[config.mk]
export PLATFORM = sky130hd
export DESIGN_NAME = profile_switch_with_delay_core
export DESIGN_NICKNAME = d
export VERILOG_FILES = /design/src/pswd_pkg.sv /design/src/pswd_ram.sv /design/src/pswd_ctrl.sv /design/src/pswd_dp.sv /design/src/profile_switch_with_delay_core.sv
export VERILOG_INCLUDE_DIRS = /design/src /design/src/src
export SDC_FILE = /design/constraint.sdc
export NUM_CORES = 2
export LEC_CHECK = 0
export BUFFER_PORTS_ARGS = -buffer_cell sky130_fd_sc_hd__buf_2
export CAP_MARGIN = 20
export CORE_ASPECT_RATIO = 1.1
export CORE_UTILIZATION = 40
export DETAILED_ROUTE_END_ITERATION = 10
export GPL_ROUTABILITY_DRIVEN = 0
export PLACE_DENSITY_LB_ADDON = 0.05
export SLEW_MARGIN = 5
export SYNTH_ARGS = -nofsm -noshare
export SYNTH_HDL_FRONTEND = slang
export SYNTH_HIERARCHICAL = 1
export SYNTH_SLANG_ARGS = --single-unit
[constraint.sdc]
create_clock -name i_clk -period 9.2 [get_ports i_clk]
set_input_delay 0.46 -clock i_clk [delete_from_list [all_inputs] [get_ports i_clk]]
set_output_delay 0.46 -clock i_clk [all_outputs]
set_load 0.01 [all_outputs]
[src/profile_switch_with_delay_core_macros.svh]
// assertion macros for the profile switch core
// used by the files that carry concurrent checks; expects i_clk and i_rst_n in scope
`ifndef PROFILE_SWITCH_WITH_DELAY_CORE_MACROS_SVH
`define PROFILE_SWITCH_WITH_DELAY_CORE_MACROS_SVH

`ifndef SYNTHESIS

// property that must hold at every clock edge out of reset
`define PSWD_ASSERT(lbl, prop) \
    lbl: assert property (@(posedge i_clk) disable iff (!i_rst_n) (prop)) \
        else $error("pswd check failed");

// consequence that must hold in the cycle after the antecedent
`define PSWD_ASSERT_NEXT(lbl, ante, cons) \
    lbl: assert property (@(posedge i_clk) disable iff (!i_rst_n) (ante) |=> (cons)) \
        else $error("pswd check failed");

`else

`define PSWD_ASSERT(lbl, prop)
`define PSWD_ASSERT_NEXT(lbl, ante, cons)

`endif

`endif

[src/pswd_pkg.sv]
// shared types, codes and constants of the profile switch core
// no dependencies; imported by all modules here but pswd_ram

package pswd_pkg;

    // sizing
    localparam int CONTROLLERS = 4;
    localparam int PROFILES    = 8;
    localparam int CTL_W       = 2;
    localparam int PRF_W       = 3;
    localparam int ADDR_W      = CTL_W + PRF_W;
    localparam int TRIG_DEPTH  = CONTROLLERS * PROFILES;

    // field widths
    localparam int CMD_W    = 2;
    localparam int KIND_W   = 2;
    localparam int DTYPE_W  = 2;
    localparam int DNUM_W   = 8;
    localparam int CODE_W   = 9;
    localparam int DELAY_W  = 16;
    localparam int PERIOD_W = 20;

    // refresh period and whole milliseconds via reciprocal multiply
    localparam logic [PERIOD_W-1:0] PERIOD_RST = 20'd10000;
    localparam int MS_W     = 11;
    localparam int MS_SHIFT = 30;
    localparam int RECIP_W  = 21;
    localparam logic [RECIP_W-1:0] MS_RECIP = 21'd1073742;
    localparam int PROD_W   = PERIOD_W + RECIP_W;
    localparam logic [MS_W-1:0] MS_RST = 11'd10;

    // serial divider
    localparam int DIV_STEPS = DELAY_W;
    localparam int DCNT_W    = 4;

    // command codes of an input transaction
    localparam logic [CMD_W-1:0] CMD_EVENT = 2'd0;
    localparam logic [CMD_W-1:0] CMD_TICK  = 2'd1;
    localparam logic [CMD_W-1:0] CMD_WRITE = 2'd2;
    localparam logic [CMD_W-1:0] CMD_NONE  = 2'd3;

    // result kinds
    localparam logic [KIND_W-1:0] KIND_WACK  = 2'd0;
    localparam logic [KIND_W-1:0] KIND_EVENT = 2'd1;
    localparam logic [KIND_W-1:0] KIND_TICK  = 2'd2;

    typedef struct packed {
        logic [CMD_W-1:0]   cmd;
        logic [CTL_W-1:0]   controller;
        logic [PRF_W-1:0]   entry;
        logic [DTYPE_W-1:0] src_type;
        logic [DNUM_W-1:0]  src_num;
        logic [CODE_W-1:0]  button_code;
        logic               released;
        logic               back_flag;
        logic [DELAY_W-1:0] delay_ms;
        logic               entry_present;
    } t_in_item;

    typedef struct packed {
        logic [KIND_W-1:0]  kind;
        logic [CTL_W-1:0]   which_controller;
        logic               hit;
        logic [PRF_W-1:0]   profile;
        logic [PRF_W-1:0]   prior_profile;
        logic [DELAY_W-1:0] delay_ticks;
        logic               last;
    } t_out_item;

    // one trigger table entry as stored in the ram
    typedef struct packed {
        logic               present;
        logic [DTYPE_W-1:0] dev_type;
        logic [DNUM_W-1:0]  dev_num;
        logic [CODE_W-1:0]  code;
        logic               back;
        logic [DELAY_W-1:0] delay;
    } t_trig;

    localparam int TRIG_W = $bits(t_trig);

    // which result the datapath builds on an emit
    typedef enum logic [2:0] {
        RES_WACK      = 3'd0,
        RES_EVENT     = 3'd1,
        RES_MISS      = 3'd2,
        RES_TICK      = 3'd3,
        RES_TICK_NONE = 3'd4
    } t_res;

    // controller to datapath
    typedef struct packed {
        logic accept;
        logic scan;
        logic delay_rd;
        logic div_load;
        logic div_step;
        logic tick_step;
        logic emit;
        t_res res;
    } t_dp_cmd;

    // datapath to controller
    typedef struct packed {
        logic scan_hit;
        logic scan_miss;
        logic div_last;
        logic tick_commit;
        logic tick_last;
        logic tick_any;
        logic out_free;
    } t_dp_stat;

endpackage

[src/pswd_ram.sv]
// generic single write port ram with registered read
// no dependencies

module pswd_ram #(
    parameter int WIDTH = 8,
    parameter int DEPTH = 32
) (
    input  logic                     i_clk,
    input  logic                     i_we,
    input  logic [$clog2(DEPTH)-1:0] i_waddr,
    input  logic [WIDTH-1:0]         i_wdata,
    input  logic [$clog2(DEPTH)-1:0] i_raddr,
    output logic [WIDTH-1:0]         o_rdata
);

    logic [WIDTH-1:0] r_mem [DEPTH];
    logic [WIDTH-1:0] r_rdata;

    // write port
    always_ff @(posedge i_clk) begin
        if (i_we) begin
            r_mem[i_waddr] <= i_wdata;
        end
    end

    // registered read port
    always_ff @(posedge i_clk) begin
        r_rdata <= r_mem[i_raddr];
    end

    assign o_rdata = r_rdata;

endmodule

[src/pswd_ctrl.sv]
// controller state machine of the profile switch core
// depends on pswd_pkg; drives the datapath through t_dp_cmd

module pswd_ctrl (
    input  logic                       i_clk,
    input  logic                       i_rst_n,
    input  logic                       i_in_valid,
    input  logic [pswd_pkg::CMD_W-1:0] i_in_cmd,
    output logic                       o_in_stall,
    input  pswd_pkg::t_dp_stat         i_stat,
    output pswd_pkg::t_dp_cmd          o_cmd
);

    import pswd_pkg::*;

    typedef enum logic [6:0] {
        S_IDLE  = 7'b0000001,
        S_SCAN  = 7'b0000010,
        S_DRD   = 7'b0000100,
        S_DLOAD = 7'b0001000,
        S_DIV   = 7'b0010000,
        S_TICK  = 7'b0100000,
        S_EMIT  = 7'b1000000
    } t_state;

    t_state r_state, n_state;
    t_res   r_res, n_res;

    // input side is open only between transactions
    assign o_in_stall = (r_state != S_IDLE);

    // next state and datapath commands
    always_comb begin
        n_state        = r_state;
        n_res          = r_res;
        o_cmd          = '0;
        o_cmd.res      = r_res;
        unique case (r_state)
            S_IDLE: begin
                if (i_in_valid) begin
                    o_cmd.accept = 1'b1;
                    unique case (i_in_cmd)
                        CMD_EVENT: n_state = S_SCAN;
                        CMD_TICK:  n_state = S_TICK;
                        CMD_WRITE: begin
                            n_state = S_EMIT;
                            n_res   = RES_WACK;
                        end
                        default:   n_state = S_IDLE;
                    endcase
                end
            end
            S_SCAN: begin
                o_cmd.scan = 1'b1;
                if (i_stat.scan_hit) begin
                    n_state = S_DRD;
                end else if (i_stat.scan_miss) begin
                    n_state = S_EMIT;
                    n_res   = RES_MISS;
                end
            end
            S_DRD: begin
                o_cmd.delay_rd = 1'b1;
                n_state        = S_DLOAD;
            end
            S_DLOAD: begin
                o_cmd.div_load = 1'b1;
                n_state        = S_DIV;
            end
            S_DIV: begin
                o_cmd.div_step = 1'b1;
                if (i_stat.div_last) begin
                    n_state = S_EMIT;
                    n_res   = RES_EVENT;
                end
            end
            S_TICK: begin
                if (i_stat.tick_commit) begin
                    n_state = S_EMIT;
                    n_res   = RES_TICK;
                end else begin
                    o_cmd.tick_step = 1'b1;
                    if (i_stat.tick_last) begin
                        if (i_stat.tick_any) begin
                            n_state = S_IDLE;
                        end else begin
                            n_state = S_EMIT;
                            n_res   = RES_TICK_NONE;
                        end
                    end
                end
            end
            S_EMIT: begin
                if (i_stat.out_free) begin
                    o_cmd.emit = 1'b1;
                    if (r_res == RES_TICK && !i_stat.tick_last) begin
                        n_state = S_TICK;
                    end else begin
                        n_state = S_IDLE;
                    end
                end
            end
            default: n_state = S_IDLE;
        endcase
    end

    // state registers
    always_ff @(posedge i_clk) begin
        if (!i_rst_n) begin
            r_state <= S_IDLE;
            r_res   <= RES_WACK;
        end else begin
            r_state <= n_state;
            r_res   <= n_res;
        end
    end

endmodule

[src/pswd_dp.sv]
// datapath of the profile switch core: trigger ram, per controller state,
// table scan, delay divider and output register; depends on pswd_pkg and pswd_ram
`include "profile_switch_with_delay_core_macros.svh"

module pswd_dp (
    input  logic                          i_clk,
    input  logic                          i_rst_n,
    input  logic                          i_cfg_we,
    input  logic [pswd_pkg::PERIOD_W-1:0] i_cfg_wdata,
    input  pswd_pkg::t_in_item            i_in,
    input  pswd_pkg::t_dp_cmd             i_cmd,
    output pswd_pkg::t_dp_stat            o_stat,
    output logic                          o_out_valid,
    input  logic                          i_out_stall,
    output pswd_pkg::t_out_item           o_out
);

    import pswd_pkg::*;

    // transaction and configuration
    t_in_item            r_item;
    logic [PERIOD_W-1:0] r_period;
    logic [MS_W-1:0]     r_ms;
    logic [PROD_W-1:0]   ms_prod;
    logic [MS_W-1:0]     ms_eff;

    // trigger ram and its written marks
    logic [TRIG_DEPTH-1:0] r_vld;
    logic                  r_rd_vld;
    logic [ADDR_W-1:0]     ram_raddr;
    logic [ADDR_W-1:0]     ram_waddr;
    logic [TRIG_W-1:0]     ram_rdata;
    logic                  ram_we;
    t_trig                 trig;
    t_trig                 wtrig;
    logic                  wr_ok;

    // per controller state
    logic [PRF_W-1:0]   r_act  [CONTROLLERS];
    logic [PRF_W-1:0]   r_pend [CONTROLLERS];
    logic [PRF_W-1:0]   r_earl [CONTROLLERS];
    logic [DELAY_W-1:0] r_cnt  [CONTROLLERS];
    logic [CONTROLLERS-1:0] r_pv;
    logic [CONTROLLERS-1:0] commit_vec;

    // scan and tick
    logic [CTL_W-1:0]  r_c;
    logic              r_any;
    logic [ADDR_W-1:0] r_pos;
    logic [ADDR_W-1:0] r_epos;
    logic              r_ev;
    logic              r_has;
    logic [PRF_W-1:0]  r_sel;
    logic [CTL_W-1:0]  ev_c;
    logic [PRF_W-1:0]  ev_j;
    logic [CTL_W-1:0]  rd_c;
    logic [PRF_W-1:0]  base;
    logic              match;
    logic              cur_has;
    logic              new_has;
    logic [PRF_W-1:0]  new_sel;
    logic              brk;
    logic              ev_now;
    logic              last_ent;
    logic              last_ctl;

    // divider
    logic [DELAY_W-1:0] r_quo;
    logic [MS_W-1:0]    r_rem;
    logic [DCNT_W-1:0]  r_dcnt;
    logic [MS_W:0]      trial;
    logic [MS_W:0]      diff;
    logic               ge;

    // output
    t_out_item r_out;
    logic      r_out_vld;
    t_out_item res_item;
    logic      out_free;

    // configuration register and whole milliseconds of it
    assign ms_prod = PROD_W'(r_period) * PROD_W'(MS_RECIP);
    assign ms_eff  = (r_ms == '0) ? MS_W'(1) : r_ms;

    always_ff @(posedge i_clk) begin
        if (!i_rst_n) begin
            r_period <= PERIOD_RST;
            r_ms     <= MS_RST;
        end else begin
            if (i_cfg_we) begin
                r_period <= i_cfg_wdata;
            end
            r_ms <= ms_prod[MS_SHIFT +: MS_W];
        end
    end

    // transaction latch
    always_ff @(posedge i_clk) begin
        if (i_cmd.accept) begin
            r_item <= i_in;
        end
    end

    // trigger ram write on the write acknowledge
    assign wr_ok     = ({1'b0, r_item.controller} < (CTL_W + 1)'(CONTROLLERS))
                    && ({1'b0, r_item.entry} < (PRF_W + 1)'(PROFILES));
    assign ram_we    = i_cmd.emit && (i_cmd.res == RES_WACK) && wr_ok;
    assign ram_waddr = {r_item.controller, r_item.entry};
    assign ram_raddr = i_cmd.delay_rd ? {r_c, r_sel} : r_pos;

    always_comb begin
        wtrig          = '0;
        wtrig.present  = r_item.entry_present;
        wtrig.dev_type = r_item.src_type;
        wtrig.dev_num  = r_item.src_num;
        wtrig.code     = r_item.button_code;
        wtrig.back     = r_item.back_flag;
        wtrig.delay    = r_item.delay_ms;
    end

    pswd_ram #(
        .WIDTH (TRIG_W),
        .DEPTH (TRIG_DEPTH)
    ) u_trig_ram (
        .i_clk   (i_clk),
        .i_we    (ram_we),
        .i_waddr (ram_waddr),
        .i_wdata (wtrig),
        .i_raddr (ram_raddr),
        .o_rdata (ram_rdata)
    );

    // written marks, an unwritten entry reads as all zero
    always_ff @(posedge i_clk) begin
        if (!i_rst_n) begin
            r_vld    <= '0;
            r_rd_vld <= 1'b0;
        end else begin
            if (ram_we) begin
                r_vld[ram_waddr] <= 1'b1;
            end
            r_rd_vld <= r_vld[ram_raddr];
        end
    end

    assign trig = r_rd_vld ? t_trig'(ram_rdata) : '0;

    // scan evaluation of the entry read in the previous cycle
    assign {ev_c, ev_j} = r_epos;
    assign rd_c     = i_cmd.scan ? ev_c : r_c;
    assign base     = r_pv[rd_c] ? r_pend[rd_c] : r_act[rd_c];
    assign match    = trig.present && (trig.dev_type == r_item.src_type)
                   && (trig.dev_num == r_item.src_num)
                   && (trig.code == r_item.button_code);
    assign cur_has  = (ev_j != '0) && r_has;
    assign ev_now   = i_cmd.scan && r_ev;
    assign last_ent = (ev_j == PRF_W'(PROFILES - 1));
    assign last_ctl = (ev_c == CTL_W'(CONTROLLERS - 1));

    always_comb begin
        new_has = cur_has;
        new_sel = r_sel;
        brk     = 1'b0;
        if (match) begin
            if (r_item.released) begin
                // first switch-back trigger returns to the earlier profile
                if (trig.back) begin
                    new_has = 1'b1;
                    new_sel = r_earl[rd_c];
                    brk     = 1'b1;
                end
            end else if (ev_j != base) begin
                // cyclic next after the base
                if (!cur_has) begin
                    new_has = 1'b1;
                    new_sel = ev_j;
                end else if (r_sel < base && ev_j > base) begin
                    new_sel = ev_j;
                end
            end
        end
    end

    // scan pointers and selection
    always_ff @(posedge i_clk) begin
        if (!i_rst_n) begin
            r_ev <= 1'b0;
        end else if (i_cmd.accept) begin
            r_ev <= 1'b0;
        end else if (i_cmd.scan) begin
            r_ev <= 1'b1;
        end
    end

    always_ff @(posedge i_clk) begin
        if (i_cmd.accept) begin
            r_pos <= '0;
        end else if (i_cmd.scan) begin
            r_pos  <= r_pos + 1'b1;
            r_epos <= r_pos;
        end
        if (ev_now) begin
            r_has <= new_has;
            r_sel <= new_sel;
        end
    end

    // controller index shared by scan result, tick walk and emits
    always_ff @(posedge i_clk) begin
        if (!i_rst_n) begin
            r_c   <= '0;
            r_any <= 1'b0;
        end else if (i_cmd.accept) begin
            r_c   <= '0;
            r_any <= 1'b0;
        end else if (o_stat.scan_hit) begin
            r_c <= ev_c;
        end else if (i_cmd.tick_step || (i_cmd.emit && i_cmd.res == RES_TICK)) begin
            r_c <= r_c + 1'b1;
            if (i_cmd.emit) begin
                r_any <= 1'b1;
            end
        end
    end

    // restoring divider, one quotient bit a cycle
    assign trial = {r_rem, r_quo[DELAY_W-1]};
    assign diff  = trial - {1'b0, ms_eff};
    assign ge    = (trial >= {1'b0, ms_eff});

    always_ff @(posedge i_clk) begin
        if (i_cmd.div_load) begin
            r_quo  <= trig.delay;
            r_rem  <= '0;
            r_dcnt <= DCNT_W'(DIV_STEPS - 1);
        end else if (i_cmd.div_step) begin
            r_quo  <= {r_quo[DELAY_W-2:0], ge};
            r_rem  <= ge ? diff[MS_W-1:0] : trial[MS_W-1:0];
            r_dcnt <= r_dcnt - 1'b1;
        end
    end

    // per controller state updates
    always_ff @(posedge i_clk) begin
        if (!i_rst_n) begin
            r_pv <= '0;
            for (int i = 0; i < CONTROLLERS; i++) begin
                r_act[i]  <= '0;
                r_pend[i] <= '0;
                r_earl[i] <= '0;
                r_cnt[i]  <= '0;
            end
        end else if (i_cmd.emit && i_cmd.res == RES_EVENT) begin
            r_pend[r_c] <= r_sel;
            r_pv[r_c]   <= 1'b1;
            r_cnt[r_c]  <= r_quo;
        end else if (i_cmd.emit && i_cmd.res == RES_TICK) begin
            r_earl[r_c] <= r_act[r_c];
            r_act[r_c]  <= r_pend[r_c];
            r_pv[r_c]   <= 1'b0;
        end else if (i_cmd.tick_step && r_pv[r_c]) begin
            r_cnt[r_c] <= r_cnt[r_c] - 1'b1;
        end
    end

    // controllers due to commit on this tick
    always_comb begin
        for (int i = 0; i < CONTROLLERS; i++) begin
            commit_vec[i] = r_pv[i] && (r_cnt[i] == '0);
        end
    end

    // result builder
    always_comb begin
        res_item = '0;
        case (i_cmd.res)
            RES_WACK: begin
                res_item.kind             = KIND_WACK;
                res_item.which_controller = r_item.controller;
                res_item.hit              = wr_ok;
                res_item.profile          = r_item.entry;
                res_item.last             = 1'b1;
            end
            RES_EVENT: begin
                res_item.kind             = KIND_EVENT;
                res_item.which_controller = r_c;
                res_item.hit              = 1'b1;
                res_item.profile          = r_sel;
                res_item.prior_profile    = r_act[r_c];
                res_item.delay_ticks      = r_quo;
                res_item.last             = 1'b1;
            end
            RES_MISS: begin
                res_item.kind = KIND_EVENT;
                res_item.last = 1'b1;
            end
            RES_TICK: begin
                res_item.kind             = KIND_TICK;
                res_item.which_controller = r_c;
                res_item.hit              = 1'b1;
                res_item.profile          = r_pend[r_c];
                res_item.prior_profile    = r_act[r_c];
                res_item.last             = ((commit_vec >> r_c) >> 1) == '0;
            end
            default: begin
                res_item.kind = KIND_TICK;
                res_item.last = 1'b1;
            end
        endcase
    end

    // output register
    assign out_free = !r_out_vld || !i_out_stall;

    always_ff @(posedge i_clk) begin
        if (!i_rst_n) begin
            r_out_vld <= 1'b0;
        end else if (i_cmd.emit) begin
            r_out_vld <= 1'b1;
        end else if (!i_out_stall) begin
            r_out_vld <= 1'b0;
        end
    end

    always_ff @(posedge i_clk) begin
        if (i_cmd.emit) begin
            r_out <= res_item;
        end
    end

    assign o_out_valid = r_out_vld;
    assign o_out       = r_out;

    // status to the controller
    assign o_stat.scan_hit    = ev_now && (brk || (last_ent && new_has));
    assign o_stat.scan_miss   = ev_now && !brk && last_ent && !new_has && last_ctl;
    assign o_stat.div_last    = (r_dcnt == '0);
    assign o_stat.tick_commit = commit_vec[r_c];
    assign o_stat.tick_last   = (r_c == CTL_W'(CONTROLLERS - 1));
    assign o_stat.tick_any    = r_any;
    assign o_stat.out_free    = out_free;

    // checks
    `PSWD_ASSERT(a_emit_into_free, !i_cmd.emit || out_free)
    `PSWD_ASSERT(a_no_step_on_due, !i_cmd.tick_step || !commit_vec[r_c])
    `PSWD_ASSERT_NEXT(a_event_pends, i_cmd.emit && i_cmd.res == RES_EVENT, r_pv[$past(r_c)])
    `PSWD_ASSERT_NEXT(a_commit_clears, i_cmd.emit && i_cmd.res == RES_TICK, !r_pv[$past(r_c)])

endmodule

[src/profile_switch_with_delay_core.sv]
// top level of the profile switch core: controller plus datapath
// depends on pswd_pkg, pswd_ctrl, pswd_dp (and pswd_ram below it)
//
//   channel   handshake                  payload
//   input     i_in_valid / o_in_stall    i_in  (t_in_item)
//   output    o_out_valid / i_out_stall  o_out (t_out_item)
//   config    i_cfg_we                   i_cfg_wdata (refresh period, us)
//
// one transaction at a time; the next is taken once the current one has
// handed its last result to the output register
// button event: table scan of one ram read a cycle, then one delay read and
// a serial divide of the delay by the whole milliseconds of the period
// tick: a walk over the controllers after the accept, with an emit for each
// committed controller, or one empty tick emit if none; trigger write: accept
// plus a ram writing emit; a stalled output holds the block in its emit step
// reset clears the written marks of all 32 table entries and every controller

module profile_switch_with_delay_core (
    input  logic                          i_clk,
    input  logic                          i_rst_n,
    input  logic                          i_cfg_we,
    input  logic [pswd_pkg::PERIOD_W-1:0] i_cfg_wdata,
    input  logic                          i_in_valid,
    output logic                          o_in_stall,
    input  pswd_pkg::t_in_item            i_in,
    output logic                          o_out_valid,
    input  logic                          i_out_stall,
    output pswd_pkg::t_out_item           o_out
);

    import pswd_pkg::*;

    t_dp_cmd  dp_cmd;
    t_dp_stat dp_stat;

    // sequencing
    pswd_ctrl u_ctrl (
        .i_clk      (i_clk),
        .i_rst_n    (i_rst_n),
        .i_in_valid (i_in_valid),
        .i_in_cmd   (i_in.cmd),
        .o_in_stall (o_in_stall),
        .i_stat     (dp_stat),
        .o_cmd      (dp_cmd)
    );

    // table, state, divider and output register
    pswd_dp u_dp (
        .i_clk       (i_clk),
        .i_rst_n     (i_rst_n),
        .i_cfg_we    (i_cfg_we),
        .i_cfg_wdata (i_cfg_wdata),
        .i_in        (i_in),
        .i_cmd       (dp_cmd),
        .o_stat      (dp_stat),
        .o_out_valid (o_out_valid),
        .i_out_stall (i_out_stall),
        .o_out       (o_out)
    );

endmodule
Word level (Yosys, flattened, before mapping) --
Memory sizes are Yosys's and may differ from the RTL's. A register that Yosys moved wholly into a read port is not among the register bits. Index checks and enable logic that the tools add are counted.
Operators by class: $add $sub $neg 5, multipliers 1, order comparisons 9, equal/unequal tests 32, shifts and indexed selects 1, multiplexer cells 104, bitwise operators 8, reductions and logical operators 58
Operators by type and width (number):
- $logic_not 16->1 | 4
- $mux 16 | 4
- $mux 7 | 8
- $mux 3 | 17
- $pmux 7 s7 | 1
- $mux 1 | 44
- $mul 20x20->40 const B | 1
- $mux 37 | 1
- $or 32x32->32 | 1
- $mux 2 | 13
- $logic_and 1x1->1 | 23
- $mux 11 | 2
- $pmux 7 s3 | 1
- $pmux 6 s3 | 1
- $reduce_or 16->1 | 1
- $sub 16x1->16 const B | 1
- $ge 12x11->1 | 1
- $lt 5x6->1 const B | 2
- $ne 2x2->1 const B | 6
- $pmux 3 s4 | 1
- $logic_not 11->1 | 1
- $sub 11x11->11 | 1
- $reduce_and 5->1 | 2
- $eq 9x9->1 | 1
- 54 further kinds | 80
Storage, ports and cells: bits in registers 199, memory bits (writable) 1284, input bits 70, output and inout bits 30, memories kept 5
Memories:
- u_dp.u_trig_ram.r_mem | depth 32, bits a word 37, read ports 1, clocked after memory_dff 1, write ports 1, line pswd_ram.sv:16 | logic [WIDTH-1:0] r_mem [DEPTH];
- u_dp.r_cnt | depth 4, bits a word 16, read ports 5, clocked after memory_dff 1, write ports 4, line pswd_dp.sv:42 | logic [DELAY_W-1:0] r_cnt [CONTROLLERS];
- u_dp.r_act | depth 4, bits a word 3, read ports 2, clocked after memory_dff 1, write ports 4, line pswd_dp.sv:39 | logic [PRF_W-1:0] r_act [CONTROLLERS];
- u_dp.r_earl | depth 4, bits a word 3, read ports 1, clocked after memory_dff 0, write ports 4, line pswd_dp.sv:41 | logic [PRF_W-1:0] r_earl [CONTROLLERS];
- u_dp.r_pend | depth 4, bits a word 3, read ports 2, clocked after memory_dff 1, write ports 4, line pswd_dp.sv:40 | logic [PRF_W-1:0] r_pend [CONTROLLERS];

Logic depth before layout (Yosys ltp) --
word-level depth 16, depth in mapped cells 23

Cells and area by module --
The synthesis kept the hierarchy.
By module, submodules not included:
- pswd_ram | instances 1, cells each 2605, area an instance 46847.4 sq um
- pswd_dp | instances 1, cells each 1728, area an instance 18539.0 sq um
- pswd_ctrl | instances 1, cells each 100, area an instance 788.3 sq um

Worst setup path before layout --
OpenSTA, ideal clock, no wires.
path type reg2reg, start point register u_ctrl.r_state[0], end point memory u_dp/u_trig_ram/r_mem[28][0] (netlist bit), enable pin, arrival 4.882 ns, setup slack 3.886 ns, cell stages (with the launch flop) 8, buffers on the path 1, period minus slack after synthesis 5.314 ns, cells stage by stage dfxtp_1 > or4_4 > nor3_1 > and2_1 > nor4b_2 > or3b_2 > clkbuf_1 > nor2_1
RTL lines:
- from (decl) | line pswd_ctrl.sv:26 | t_state r_state, n_state;
- from (signal assigned) | line pswd_ctrl.sv:113 | r_state <= n_state;
- to (decl) | line pswd_ram.sv:16

Worst setup path in the final report --
start point register u_dp.r_period[5], end point register u_dp.r_ms[7]
On the way: word-level cells in the longest chain between the ends 1
Ends and longest elaborated chain:
- from (decl) | line pswd_dp.sv:22 | logic [PERIOD_W-1:0] r_period;
- from (signal assigned) | line pswd_dp.sv:91 | r_period <= i_cfg_wdata;
- $mul 20x20->40 | line pswd_dp.sv:82 | assign ms_prod = PROD_W'(r_period) * PROD_W'(MS_RECIP);
- to (signal assigned) | line pswd_dp.sv:93 | r_ms <= ms_prod[MS_SHIFT +: MS_W];
- to (decl) | line pswd_dp.sv:23 | logic [MS_W-1:0] r_ms;
Every way passes these cells. A chain may end at the register's enable or synchronous reset.

==> results.toml <==
[sta]
max_freq_mhz = 169.5
setup_viol = 0
slew_headroom = 0.2703
worst_pin_slew_ns = 1.083
tns_ns = 0
finClkSkew_ns = 0.03510
rsz0062_at_grt = "false"
hold_violations = 0
fin_crit_sh = 0.6413
drv_slew = 0
fin_crit_ns = 5.900
setup_slack_ns = 3.300

[detailed_routing]
avgRoutedWirePerCell_microns = 26.26
first_pass_iters = 7
vias = 37606
totalWireLength_microns = 183700
vias_per_cell = 5.378
detail-route-antenna-nets = 0
post-route-drc-count = 0
drt_iter0_markers = 2564

[pwr]
combinationalPowerShare = 0.122
p_seq_frac = 0.484
p_sw_frac = 0.2500
vdd_drop_max_uv = 191.6
power_density_nw_per_um2 = 218.7
internal-power_mw = 12.34
p_leak_nw = 25.31
power_frac_clock = 0.393
switching_power_mw = 4.113

[cts]
root_buffer = "clkbuf_16"
tritoncts = "done"
clk_pin_slew_ns = 0.06
clk_latency_ns = 0.81
clock_sinks = 1522
cts_buffers = 165
ctsLongestPathBuffers = 3
htree_levels = 4

[grt]
antenna_found_initial = 4
globalRouteOverflowTotal = 0
grt_use_total = 0.2187
grt_pass1_wl_microns = 265100
grt_max_degree = 118
first_global_vias = 37681

[floorplanning]
ios = 100
die_y_microns = 428.6
core_area_sq_um = 164300
die_area_sq_um = 167100
die_w_microns = 389.8
rows = 156
initial_core_util = 0.4027

[placement]
place_area_sq_um = 69290
hpwlAfterDp_microns = 101800
io_buffers = 99
pre_cts_slack_ns = 3.227

[synthesis]
seq_area_frac_synth = 0.6692
yosysWarnings = 6
synth.avg_cell_area_sq_um = 14.93
synth_ff_type = "edfxtp_1"
synth_edf_count = 1380
synth_seq_cells = 1522
synth_cells = 4433
synth_fp_nets = 4781
netlist_area_sq_um = 66170
synthDistinctLibCells = 91
async_reset_ff_frac = 0

[worst_setup_path]
critPathKind = "flip-flop to flip-flop"
r2r-end = "u_dp/r_ms[7]"
cp.required_ns = 9.89
ff2ff_setup_slack_ns = 3.30
worstReg2RegStart = "u_dp/r_period[5]"
cp_data_arrival_time_ns = 6.59
timing.critical_path.to = "u_dp/r_ms[7]"
rr_worst_depth = 18
worst_setup_path_start_kind = "flip-flop"
end_kind = "flip-flop"
startpoint = "u_dp/r_period[5]"
cp_max_fo = 7

[finish]
stdcell_area_sq_um = 75230
layout-drive-gt1-share = 0.1083
area_delta_synth_final_pct = 13.69
fin_nets = 4991
postLayoutCoreUtil = 0.4578
antenna_cells = 0

[hold_path]
holdPathStages = 4
hold_class = "primary input to flip-flop"

[job]
cap_violations = 0

[outcome]
status = "finished, final reports clean"
## state kept, by name, indices dropped and copies added (netlist names), 2 cells and up, named ones only
signal,count
u_dp/u_trig_ram/o_rdata,37
u_dp/r_item,43
u_dp/r_rem,11
u_dp/r_dcnt,4
u_dp/r_ms,11
u_dp/r_pend,12
u_ctrl/r_res,3
u_dp/r_cnt,64
u_dp/r_period,20
u_dp/o_out,28
u_dp/r_quo,16
u_ctrl/r_state,7
u_dp/r_earl,12
u_dp/r_c,2
u_dp/u_trig_ram/r_mem,1184
u_dp/r_sel,3
u_dp/r_act,12
u_dp/r_pos,5
u_dp/r_epos,5
u_dp/r_vld,32
## routing by layer
layer | routed length, microns | global-route usage | vias up
met3 | 6328 | 0.02906 | 213
met5 | 0 | 0 | -
met1 | 83350 | 0.2979 | 19474
met2 | 90050 | 0.3676 | 767
met4 | 3943 | 0.05722 | 0
li1 | - | - | 17152
## synth_stat cells, types with 86 or more instances
cell,instances,area [sq um]
edfxtp_1,1380,41440
mux2i_1,654,6546
nor2_1,269,1010
inv_1,262,983.4
nand2_1,214,803.3
a21oi_1,200,1001
ha_1,192,2402
dfxtp_1,142,2843
nand3_1,139,695.7
a22oi_1,114,855.8
clkbuf_1,89,334.1
fa_1,86,1722
## power groups by stage
stage | registers, mW | logic, mW | clock network [mW]
finish | 7.97 | 2.01 | 6.47
global placement | 8.12 | 2.01 | 0
detailed placement | 8.12 | 2.00 | 0
CTS | 7.97 | 2.04 | 6.64
floorplan | 8.09 | 1.39 | 0
global route | 7.99 | 2.26 | 6.90
## cell type report
cell class	count	area (sq um)
Fill cell	14698	89120
Multi-Input combinational cell	2436	19970
Timing Repair Buffer	255	1942
Tap cell	2212	2768
Clock inverter	84	680.7
Inverter	263	994.7
Sequential cell	1522	44280
Clock buffer	221	4589
## kinds of logic (layout without fill, tap and decap cells)
kind of cell / Yosys count / after routing / synth area share
fa+ha+maj: 278 / 278 / 0.06232
buf+inv: 475 / 823 / 0.03354
flops: 1522 / 1522 / 0.6692
compound gates: 567 / 567 / 0.05642
simple gates: 858 / 858 / 0.06224
xor+xnor: 41 / 41 / 0.005427
mux: 692 / 692 / 0.1109
## cell usage in the layout (no fill, tap or decap), types with 12 or more instances in the layout
| cell | count |
|---|---|
| edfxtp_1 | 1380 |
| mux2i_1 | 654 |
| inv_1 | 260 |
| nor2_1 | 235 |
| nand2_1 | 213 |
| a21oi_1 | 200 |
| ha_1 | 192 |
| clkbuf_16 | 173 |
| dfxtp_1 | 142 |
| nand3_1 | 139 |
| a22oi_1 | 114 |
| buf_2 | 99 |
| fa_1 | 86 |
| buf_4 | 82 |
| a22o_1 | 75 |
| dlygate4sd3_1 | 65 |
| nor3_1 | 54 |
| o21ai_0 | 51 |
| a31oi_1 | 44 |
| clkinv_1 | 42 |
| clkbuf_1 | 40 |
| nor4_1 | 37 |
| nor2_4 | 33 |
| mux4_2 | 26 |
| xnor2_1 | 26 |
| clkinv_2 | 22 |
| a211oi_1 | 21 |
| nand2b_1 | 16 |
| nor2b_1 | 15 |
| xor2_1 | 15 |
| nand4_1 | 14 |
| nand3b_1 | 12 |
## worst min-delay path by stage
stage                               from                 to
after floorplan                u_dp/r_ev          u_dp/r_ev
after global placement    u_dp/r_vld[18]     u_dp/r_vld[18]
after detailed placement  u_dp/r_vld[31]     u_dp/r_vld[31]
after CTS                       i_in[44]  u_ctrl/r_state[5]
after global routing            i_in[44]  u_ctrl/r_state[5]
final                           i_in[44]  u_ctrl/r_state[5]
## critical path: stages, from the launching register on
cell and delay [ns]:
dfxtp_1 0.58, ha_1 0.33, ha_1 0.22, fa_1 0.49, ha_1 0.35, fa_1 0.52
fa_1 0.54, inv_1 0.05, fa_1 0.49, inv_1 0.04, ha_1 0.32, nand3_1 0.09
o221ai_1 0.32, a21oi_1 0.13, o31ai_1 0.35, o2111ai_1 0.22, a21boi_0 0.36, nor3_1 0.08
a2111oi_0 0.31
## through the flow
stage	hold slack, ns	std cells	power [mW]
finish	0.1009	6993	16.45
floorplan	0.4272	4433	9.481
detailed placement	0.4509	6622	10.12
global placement	0.4475	6622	10.12
CTS	0.02275	6992	16.65
global route	0.08002	6993	17.15
## repair_timing
action,CTS,global route
gates resized for setup,0,0
hold buffers,65,0
hold endpoints to repair,65,0
buffers inserted,0,0
Power figures use the tool's default switching activity.
